==> config.mk <==
export PLATFORM = sky130hd
export DESIGN_NAME = trial_division_factorizer
export DESIGN_NICKNAME = d
export VERILOG_FILES = /design/src/hdl/tdf_pkg.sv /design/src/hdl/tdf_dp.sv /design/src/hdl/tdf_ctrl.sv /design/src/hdl/trial_division_factorizer.sv
export SDC_FILE = /design/constraint.sdc
export NUM_CORES = 1
export LEC_CHECK = 0
export BUFFER_PORTS_ARGS = -buffer_cell sky130_fd_sc_hd__buf_4
export CAP_MARGIN = 20
export CORE_MARGIN = 2
export CORE_UTILIZATION = 60
export DETAILED_ROUTE_END_ITERATION = 7
export GPL_ROUTABILITY_DRIVEN = 1
export PLACE_DENSITY = 0.89
export SLEW_MARGIN = 15
export SYNTH_ARGS = -nofsm -noshare
export SYNTH_HDL_FRONTEND = slang
export SYNTH_SLANG_ARGS = --single-unit
==> constraint.sdc <==
create_clock -name i_clk -period 22.2 [get_ports i_clk]
set_input_delay 3.33 -clock i_clk [delete_from_list [all_inputs] [get_ports i_clk]]
set_output_delay 3.33 -clock i_clk [all_outputs]
set_load 0.005 [all_outputs]
==> src/hdl/tdf_pkg.sv <==
// Shared constants and controller/datapath link types for the trial division factorizer.
// No dependencies; imported by tdf_ctrl, tdf_dp and trial_division_factorizer.
package tdf_pkg;

    localparam int NUMBER_BITS_DEF = 32;
    localparam int FIELD_W         = 32;
    localparam int MAX_RESULTS     = 31;
    localparam int COUNT_W         = $clog2(MAX_RESULTS + 1);

    typedef logic [FIELD_W-1:0] t_field;

    // Controller to datapath
    typedef struct packed {
        logic load;         // capture a new number, divisor back to 2
        logic div_start;    // start rest / divisor
        logic factor;       // emit (rest, divisor), replace rest by the quotient
        logic next_div;     // divisor + 1, square updated
        logic emit_final;   // emit (rest, rest) as the closing beat
    } t_cmd;

    // Datapath to controller
    typedef struct packed {
        logic rest_lt2;     // remaining value is 0 or 1
        logic sq_le_rest;   // divisor squared <= remaining value
        logic div_done;     // divider idle, quotient and remainder valid
        logic rem_zero;     // divisor divides the remaining value
        logic quot_lt2;     // quotient is 0 or 1
        logic count_last;   // next result reaches the result limit
        logic out_busy;     // output register still holds a beat
    } t_status;

endpackage

==> src/hdl/tdf_dp.sv <==
// Datapath of the trial division factorizer: remaining value, divisor and its square,
// a bit-serial restoring divider, result counter and the output register. Uses tdf_pkg.
module tdf_dp #(
    parameter int NUMBER_BITS = tdf_pkg::NUMBER_BITS_DEF
) (
    input  logic                          i_clk,
    input  logic                          i_rst_n,
    input  tdf_pkg::t_cmd                 i_cmd,
    output tdf_pkg::t_status              o_status,
    input  logic [NUMBER_BITS-1:0]        i_number,
    output logic                          o_tvalid,
    input  logic                          i_tready,
    output tdf_pkg::t_field               o_dividend,
    output tdf_pkg::t_field               o_prime,
    output logic                          o_last
);
    import tdf_pkg::*;

    localparam int NB     = NUMBER_BITS;
    localparam int SQ_W   = 2 * NB;
    localparam int STEP_W = $clog2(NB + 1);

    logic [NB-1:0]      r_rest;
    logic [NB-1:0]      r_div;
    logic [SQ_W-1:0]    r_sq;
    logic [COUNT_W-1:0] r_count;

    logic [NB-1:0]      r_rem;
    logic [NB-1:0]      r_quo;
    logic [STEP_W-1:0]  r_steps;
    logic               r_div_busy;

    logic               r_out_valid;
    t_field             r_out_dividend;
    t_field             r_out_prime;
    logic               r_out_last;

    logic [NB:0]        n_trial;
    logic               n_fits;
    logic [NB:0]        n_diff;

    // one restoring division step
    always_comb begin
        n_trial = {r_rem, r_quo[NB-1]};
        n_diff  = n_trial - {1'b0, r_div};
        n_fits  = (n_trial >= {1'b0, r_div});
    end

    always_ff @(posedge i_clk) begin
        if (!i_rst_n) begin
            r_div_busy <= 1'b0;
            r_steps    <= '0;
            r_count    <= '0;
        end else begin
            if (i_cmd.load) begin
                r_rest  <= i_number;
                r_div   <= NB'(2);
                r_sq    <= SQ_W'(4);
                r_count <= '0;
            end
            if (i_cmd.div_start) begin
                r_rem      <= '0;
                r_quo      <= r_rest;
                r_steps    <= STEP_W'(NB);
                r_div_busy <= 1'b1;
            end else if (r_div_busy) begin
                r_rem   <= n_fits ? n_diff[NB-1:0] : n_trial[NB-1:0];
                r_quo   <= {r_quo[NB-2:0], n_fits};
                r_steps <= r_steps - STEP_W'(1);
                if (r_steps == STEP_W'(1)) begin
                    r_div_busy <= 1'b0;
                end
            end
            if (i_cmd.factor) begin
                r_rest  <= r_quo;
                r_count <= r_count + COUNT_W'(1);
            end
            if (i_cmd.next_div) begin
                r_div <= r_div + NB'(1);
                r_sq  <= r_sq + SQ_W'({r_div, 1'b1});
            end
        end
    end

    // output register: the search keeps running while a beat waits here
    always_ff @(posedge i_clk) begin
        if (!i_rst_n) begin
            r_out_valid <= 1'b0;
        end else begin
            if (i_cmd.factor || i_cmd.emit_final) begin
                r_out_valid <= 1'b1;
            end else if (i_tready) begin
                r_out_valid <= 1'b0;
            end
        end
        if (i_cmd.factor) begin
            r_out_dividend <= t_field'(r_rest);
            r_out_prime    <= t_field'(r_div);
            r_out_last     <= (r_quo < NB'(2)) ||
                              (r_count == COUNT_W'(MAX_RESULTS - 1));
        end else if (i_cmd.emit_final) begin
            r_out_dividend <= t_field'(r_rest);
            r_out_prime    <= t_field'(r_rest);
            r_out_last     <= 1'b1;
        end
    end

    always_comb begin
        o_status.rest_lt2   = (r_rest < NB'(2));
        o_status.sq_le_rest = (r_sq <= SQ_W'(r_rest));
        o_status.div_done   = !r_div_busy;
        o_status.rem_zero   = (r_rem == '0);
        o_status.quot_lt2   = (r_quo < NB'(2));
        o_status.count_last = (r_count == COUNT_W'(MAX_RESULTS - 1));
        o_status.out_busy   = r_out_valid;
    end

    assign o_tvalid   = r_out_valid;
    assign o_dividend = r_out_dividend;
    assign o_prime    = r_out_prime;
    assign o_last     = r_out_last;

    a_emit_free: assert property (@(posedge i_clk) disable iff (!i_rst_n)
        (i_cmd.factor || i_cmd.emit_final) |-> (!r_out_valid || i_tready))
        else $error("result written over a pending beat");

    a_start_idle: assert property (@(posedge i_clk) disable iff (!i_rst_n)
        i_cmd.div_start |-> !r_div_busy)
        else $error("divider restarted while busy");

    a_rest_shrinks: assert property (@(posedge i_clk) disable iff (!i_rst_n)
        (i_cmd.factor && !i_cmd.load) |=> (r_rest < $past(r_rest)))
        else $error("remaining value did not shrink after a factor");

endmodule

==> src/hdl/tdf_ctrl.sv <==
// Controller of the trial division factorizer: sequences load, divisor trials and result
// emission through command and status structs from tdf_pkg.
module tdf_ctrl (
    input  logic              i_clk,
    input  logic              i_rst_n,
    input  logic              i_tvalid,
    output logic              o_tready,
    input  tdf_pkg::t_status  i_status,
    output tdf_pkg::t_cmd     o_cmd
);
    import tdf_pkg::*;

    typedef enum logic [2:0] {
        S_IDLE,
        S_START,
        S_CHECK,
        S_DIVIDE,
        S_DECIDE,
        S_FINAL
    } t_state;

    t_state r_state;
    t_state n_state;

    assign o_tready = (r_state == S_IDLE);

    always_comb begin
        n_state = r_state;
        o_cmd   = '0;
        case (r_state)
            S_IDLE: begin
                if (i_tvalid) begin
                    o_cmd.load = 1'b1;
                    n_state    = S_START;
                end
            end
            S_START: begin
                n_state = i_status.rest_lt2 ? S_IDLE : S_CHECK;
            end
            S_CHECK: begin
                if (i_status.sq_le_rest) begin
                    o_cmd.div_start = 1'b1;
                    n_state         = S_DIVIDE;
                end else begin
                    n_state = S_FINAL;
                end
            end
            S_DIVIDE: begin
                if (i_status.div_done) begin
                    n_state = S_DECIDE;
                end
            end
            S_DECIDE: begin
                if (!i_status.rem_zero) begin
                    o_cmd.next_div = 1'b1;
                    n_state        = S_CHECK;
                end else if (!i_status.out_busy) begin
                    o_cmd.factor = 1'b1;
                    // stop when the quotient leaves nothing or the result limit is hit
                    if (i_status.quot_lt2 || i_status.count_last) begin
                        n_state = S_IDLE;
                    end else begin
                        n_state = S_CHECK;
                    end
                end
            end
            S_FINAL: begin
                if (!i_status.out_busy) begin
                    o_cmd.emit_final = 1'b1;
                    n_state          = S_IDLE;
                end
            end
            default: begin
                n_state = S_IDLE;
            end
        endcase
    end

    always_ff @(posedge i_clk) begin
        if (!i_rst_n) begin
            r_state <= S_IDLE;
        end else begin
            r_state <= n_state;
        end
    end

    a_one_cmd: assert property (@(posedge i_clk) disable iff (!i_rst_n)
        $onehot0({o_cmd.load, o_cmd.div_start, o_cmd.factor, o_cmd.next_div,
                  o_cmd.emit_final}))
        else $error("more than one command issued");

    a_emit_waits: assert property (@(posedge i_clk) disable iff (!i_rst_n)
        (o_cmd.factor || o_cmd.emit_final) |-> !i_status.out_busy)
        else $error("emit issued while output busy");

    a_decide_after_div: assert property (@(posedge i_clk) disable iff (!i_rst_n)
        (r_state == S_DECIDE) |-> i_status.div_done)
        else $error("decision taken before division finished");

endmodule

==> src/hdl/trial_division_factorizer.sv <==
// Trial division factorizer: one number in, one beat per prime factor out (none for 0 or 1), last marked.
// Each divisor trial runs the bit-serial divider, one quotient bit a cycle; a number
// takes about one division per divisor trial plus one per factor found.
// One number is in work at a time.
// A finished beat waits in the output register while the search goes on.
// Reset: synchronous, active low; clears the controller and output valid, no clearing pass.
module trial_division_factorizer #(
    parameter int NUMBER_BITS = tdf_pkg::NUMBER_BITS_DEF,
    localparam int IN_W = ((NUMBER_BITS + 7) / 8) * 8
) (
    input  logic                           i_clk,
    input  logic                           i_rst_n,
    input  logic                           s_axis_tvalid,
    output logic                           s_axis_tready,
    input  logic [IN_W-1:0]                s_axis_tdata,   // [NUMBER_BITS-1:0] number
    output logic                           m_axis_tvalid,
    input  logic                           m_axis_tready,
    output logic [2*tdf_pkg::FIELD_W-1:0]  m_axis_tdata,   // prime_factor, dividend_before
    output logic                           m_axis_tlast
);
    import tdf_pkg::*;

    t_cmd    w_cmd;
    t_status w_status;
    t_field  w_dividend;
    t_field  w_prime;

    tdf_ctrl u_ctrl (
        .i_clk    (i_clk),
        .i_rst_n  (i_rst_n),
        .i_tvalid (s_axis_tvalid),
        .o_tready (s_axis_tready),
        .i_status (w_status),
        .o_cmd    (w_cmd)
    );

    tdf_dp #(
        .NUMBER_BITS (NUMBER_BITS)
    ) u_dp (
        .i_clk      (i_clk),
        .i_rst_n    (i_rst_n),
        .i_cmd      (w_cmd),
        .o_status   (w_status),
        .i_number   (s_axis_tdata[NUMBER_BITS-1:0]),
        .o_tvalid   (m_axis_tvalid),
        .i_tready   (m_axis_tready),
        .o_dividend (w_dividend),
        .o_prime    (w_prime),
        .o_last     (m_axis_tlast)
    );

    assign m_axis_tdata = {w_prime, w_dividend};

endmodule
==> impl_metrics.json <==
{
  "rows": 60,
  "gp_congestion": 0.993,
  "powerDensity_mw_per_mm2": 67.2,
  "cts_root_buffer": "clkbuf_16",
  "fmax_ghz": 0.201,
  "yosys.area.top_type": "edfxtp_1",
  "synth_area_leaders": "edfxtp_1 (47%), ha_1 (7.8%), nand2_1 (4.8%)",
  "cts_hold_buf": 0,
  "portBuffers": 102,
  "clock_skew_ns": 0.0140,
  "antenna_cells": 0,
  "placed_cells": 2023,
  "ant_nets": 0,
  "die-height_um": 169,
  "synth.cell_area_mm2": 0.0163,
  "switching_share_pct": 25.8,
  "slew_headroom_pct": 31.6,
  "reg2regPathDepth": 12,
  "synth_edf_count": 257,
  "wl_um": 40400,
  "combPwrFrac_pct": 13.5,
  "power.leakage_nw": 7.02,
  "pwr-share-clk_pct": 37.1,
  "min_path_type": "reg2reg",
  "die_x_um": 169,
  "period_share_pct": 22.4,
  "drive_gt1_share_pct": 12.6,
  "vias": 13100,
  "dpl.hpwl_um": 28400,
  "post_drt_wl_per_cell_um": 19.5,
  "vias_per_cell": 6.33,
  "grt-ovfl-total": 0,
  "yosysUniqueCellTypes": 73,
  "grt_pass1_vias": 12800,
  "nNetsFinal": 1851,
  "hold_viol": 0,
  "fillers": 1799,
  "start_kind": "input pin",
  "status": "complete, no violations",
  "postPlaceCellArea_mm2": 0.0174,
  "r2r_setup_slack_ns": 17.80,
  "syn_area_per_cell_um2": 10.0,
  "seq_area_frac_synth_pct": 49.4,
  "areaGrowthSynthToFinish_pct": 12.2,
  "cp.required_ns": 22.36,
  "crit_start": "s_axis_tvalid",
  "cts.clk_slew.worst_paths_ns": 0.06,
  "min_path_cells": 0,
  "critPathKind": "in2reg",
  "async_flop_share_pct": 0,
  "worstSetupEndpointType": "register",
  "p_sw_mw": 0.316,
  "p_int_mw": 0.911,
  "grt_start_max_net_pins": 95,
  "tritoncts": "done",
  "ctsResizeCount": 0,
  "crit_end": "u_dp.r_sq[7]",
  "cts_buffers": 28,
  "setup_slack_ns": 17.22,
  "dieArea_mm2": 0.0285,
  "finalMaxSlewViolations": 0,
  "tightest_slew_ns": 1.03,
  "pre_cts_ws_ns": 16.66,
  "ys_ff_latch": 273,
  "clock_latency_ns": 0.55,
  "htreeDepth": 1,
  "antenna_found_initial": 0,
  "cts_sinks": 273,
  "setup_viol": 0,
  "drc": 0,
  "stdcell_count": 2074,
  "r2r-start": "u_dp.r_rest[1]",
  "power.share.sequential_pct": 49.4,
  "critPathMaxFanout": 73,
  "cap_violations": 0,
  "drtPass1Iterations": 6,
  "ys.flop_type": "edfxtp_1",
  "synth_nets": 1759,
  "reg2reg_to": "u_dp.r_rem[19]",
  "fin_setup_tns_ns": 0,
  "cp_data_arrival_time_ns": 5.14,
  "ios": 103,
  "coreArea_mm2": 0.0268,
  "start_util_pct": 60.7,
  "grt_pass1_wl_um": 65200,
  "finalInstanceArea_mm2": 0.0183,
  "ctsLongestPathBuffers": 3,
  "grt_usage_pct": 28.3,
  "drtIter0Drc": 1482,
  "period_minus_slack_ns": 4.98,
  "synth_top_cell_area_share_pct": 47.4,
  "irDropWorstVdd_mv": 0.0585,
  "syn_inst": 1620,
  "ys_warn_count": 0,
  "cts_setup_buffers": 0,
  "rsz0062_at_grt": "no"
}
placed cells by master (no fill, tap or decap), drive strengths merged, types with 6 or more instances in the layout:
| cell | instances |
|---|---|
| and2 | 8 |
| nor4 | 40 |
| buf | 113 |
| nor2 | 183 |
| a21oi | 102 |
| a31o | 6 |
| o21a | 14 |
| clkbuf | 38 |
| a211oi | 17 |
| ha | 101 |
| nand4 | 32 |
| xnor2 | 72 |
| a21o | 40 |
| clkinv | 12 |
| a31oi | 9 |
| o21bai | 7 |
| nand3 | 46 |
| nor3 | 30 |
| o211ai | 11 |
| xor2 | 34 |
| nand2b | 10 |
| mux2 | 31 |
| or2 | 10 |
| dfxtp | 16 |
| edfxtp | 257 |
| inv | 93 |
| and3 | 14 |
| mux2i | 8 |
| and4 | 6 |
| nor2b | 16 |
| nand2 | 210 |
| o21ai | 84 |
| a21boi | 6 |
synthesized netlist by cell type, types with 33 or more instances:
| cell type | number |
|---|---|
| nand3_1 | 46 |
| clkbuf_1 | 33 |
| a21oi_1 | 101 |
| nor4_1 | 40 |
| xnor2_1 | 72 |
| o21ai_0 | 81 |
| nand2_1 | 210 |
| inv_1 | 93 |
| edfxtp_1 | 257 |
| xor2_1 | 34 |
| a21o_1 | 40 |
| nor2_1 | 183 |
| ha_1 | 101 |
cells by family after synthesis:
family | share of synthesized area, %
fa+ha+maj | 8.01
xor+xnor | 5.71
mux | 2.64
simple gates | 17.4
buf+inv | 3.49
flops | 49.4
compound gates | 13.3
power groups by stage:
stage	clock network, mW	registers, mW	logic [mW]
after detailed placement	0	0.616	0.160
after global placement	0	0.615	0.153
final	0.456	0.607	0.166
after CTS	0.458	0.605	0.163
after floorplan	0	0.612	0.122
after global routing	0.477	0.608	0.184
final cells by class:
cell class / instances / area [µm²] / area share (%)
multi-input cells: 1203 / 7700 / 42.2
repair buffers: 113 / 848 / 4.65
inverters: 93 / 349 / 1.91
clock inverters: 13 / 76.3 / 0.418
clock buffers: 38 / 822 / 4.50
well taps: 341 / 427 / 2.34
flip-flops and latches: 273 / 8040 / 44.0
state kept, by name (all words and copies together) (netlist names):
name             flops
u_dp.r_rest         32
u_dp.o_tvalid        1
u_dp.r_sq           64
u_dp.o_prime        32
u_dp.o_dividend     32
u_dp.r_div          32
u_dp.r_count         5
u_dp.o_last          1
u_dp.r_div_busy      1
u_dp.r_steps         6
u_dp.r_rem          32
u_ctrl.r_state       3
u_dp.r_quo          32
worst max-delay path: stages:
cell and delay, ns:
buf_4 0.09, nand2_1 0.16, a21boi_4 0.67, buf_4 0.84
worst min path at each step:
stage                    start                 end
6_report        u_dp.r_rest[9]  u_dp.o_dividend[9]
5_1_grt         u_dp.r_rest[9]  u_dp.o_dividend[9]
4_1_cts         u_dp.r_rest[9]  u_dp.o_dividend[9]
3_5_place_dp   u_dp.r_steps[1]     u_dp.r_steps[1]
3_3_place_gp   u_dp.r_steps[1]     u_dp.r_steps[1]
2_1_floorplan   u_dp.r_rest[0]  u_dp.o_dividend[0]
per-stage QoR:
step                      power [mW]  hold WS, ns  utilization [%]
after floorplan                0.734        0.454                -
after global placement         0.768        0.483             64.8
after detailed placement       0.776        0.508             64.8
after CTS                       1.23        0.525             68.1
after global routing            1.27        0.543             68.1
final                           1.23        0.534             68.1
routing by layer:
layer	vias to the layer above	global-route usage (%)	part of all wire, %
met3	122	3.39	8.0
met4	0	12.4	4.5
met5	-	0	0
met1	6242	36.6	40
met2	673	48.1	48
li1	6089	-	-
(Power assumes the default switching activity.)
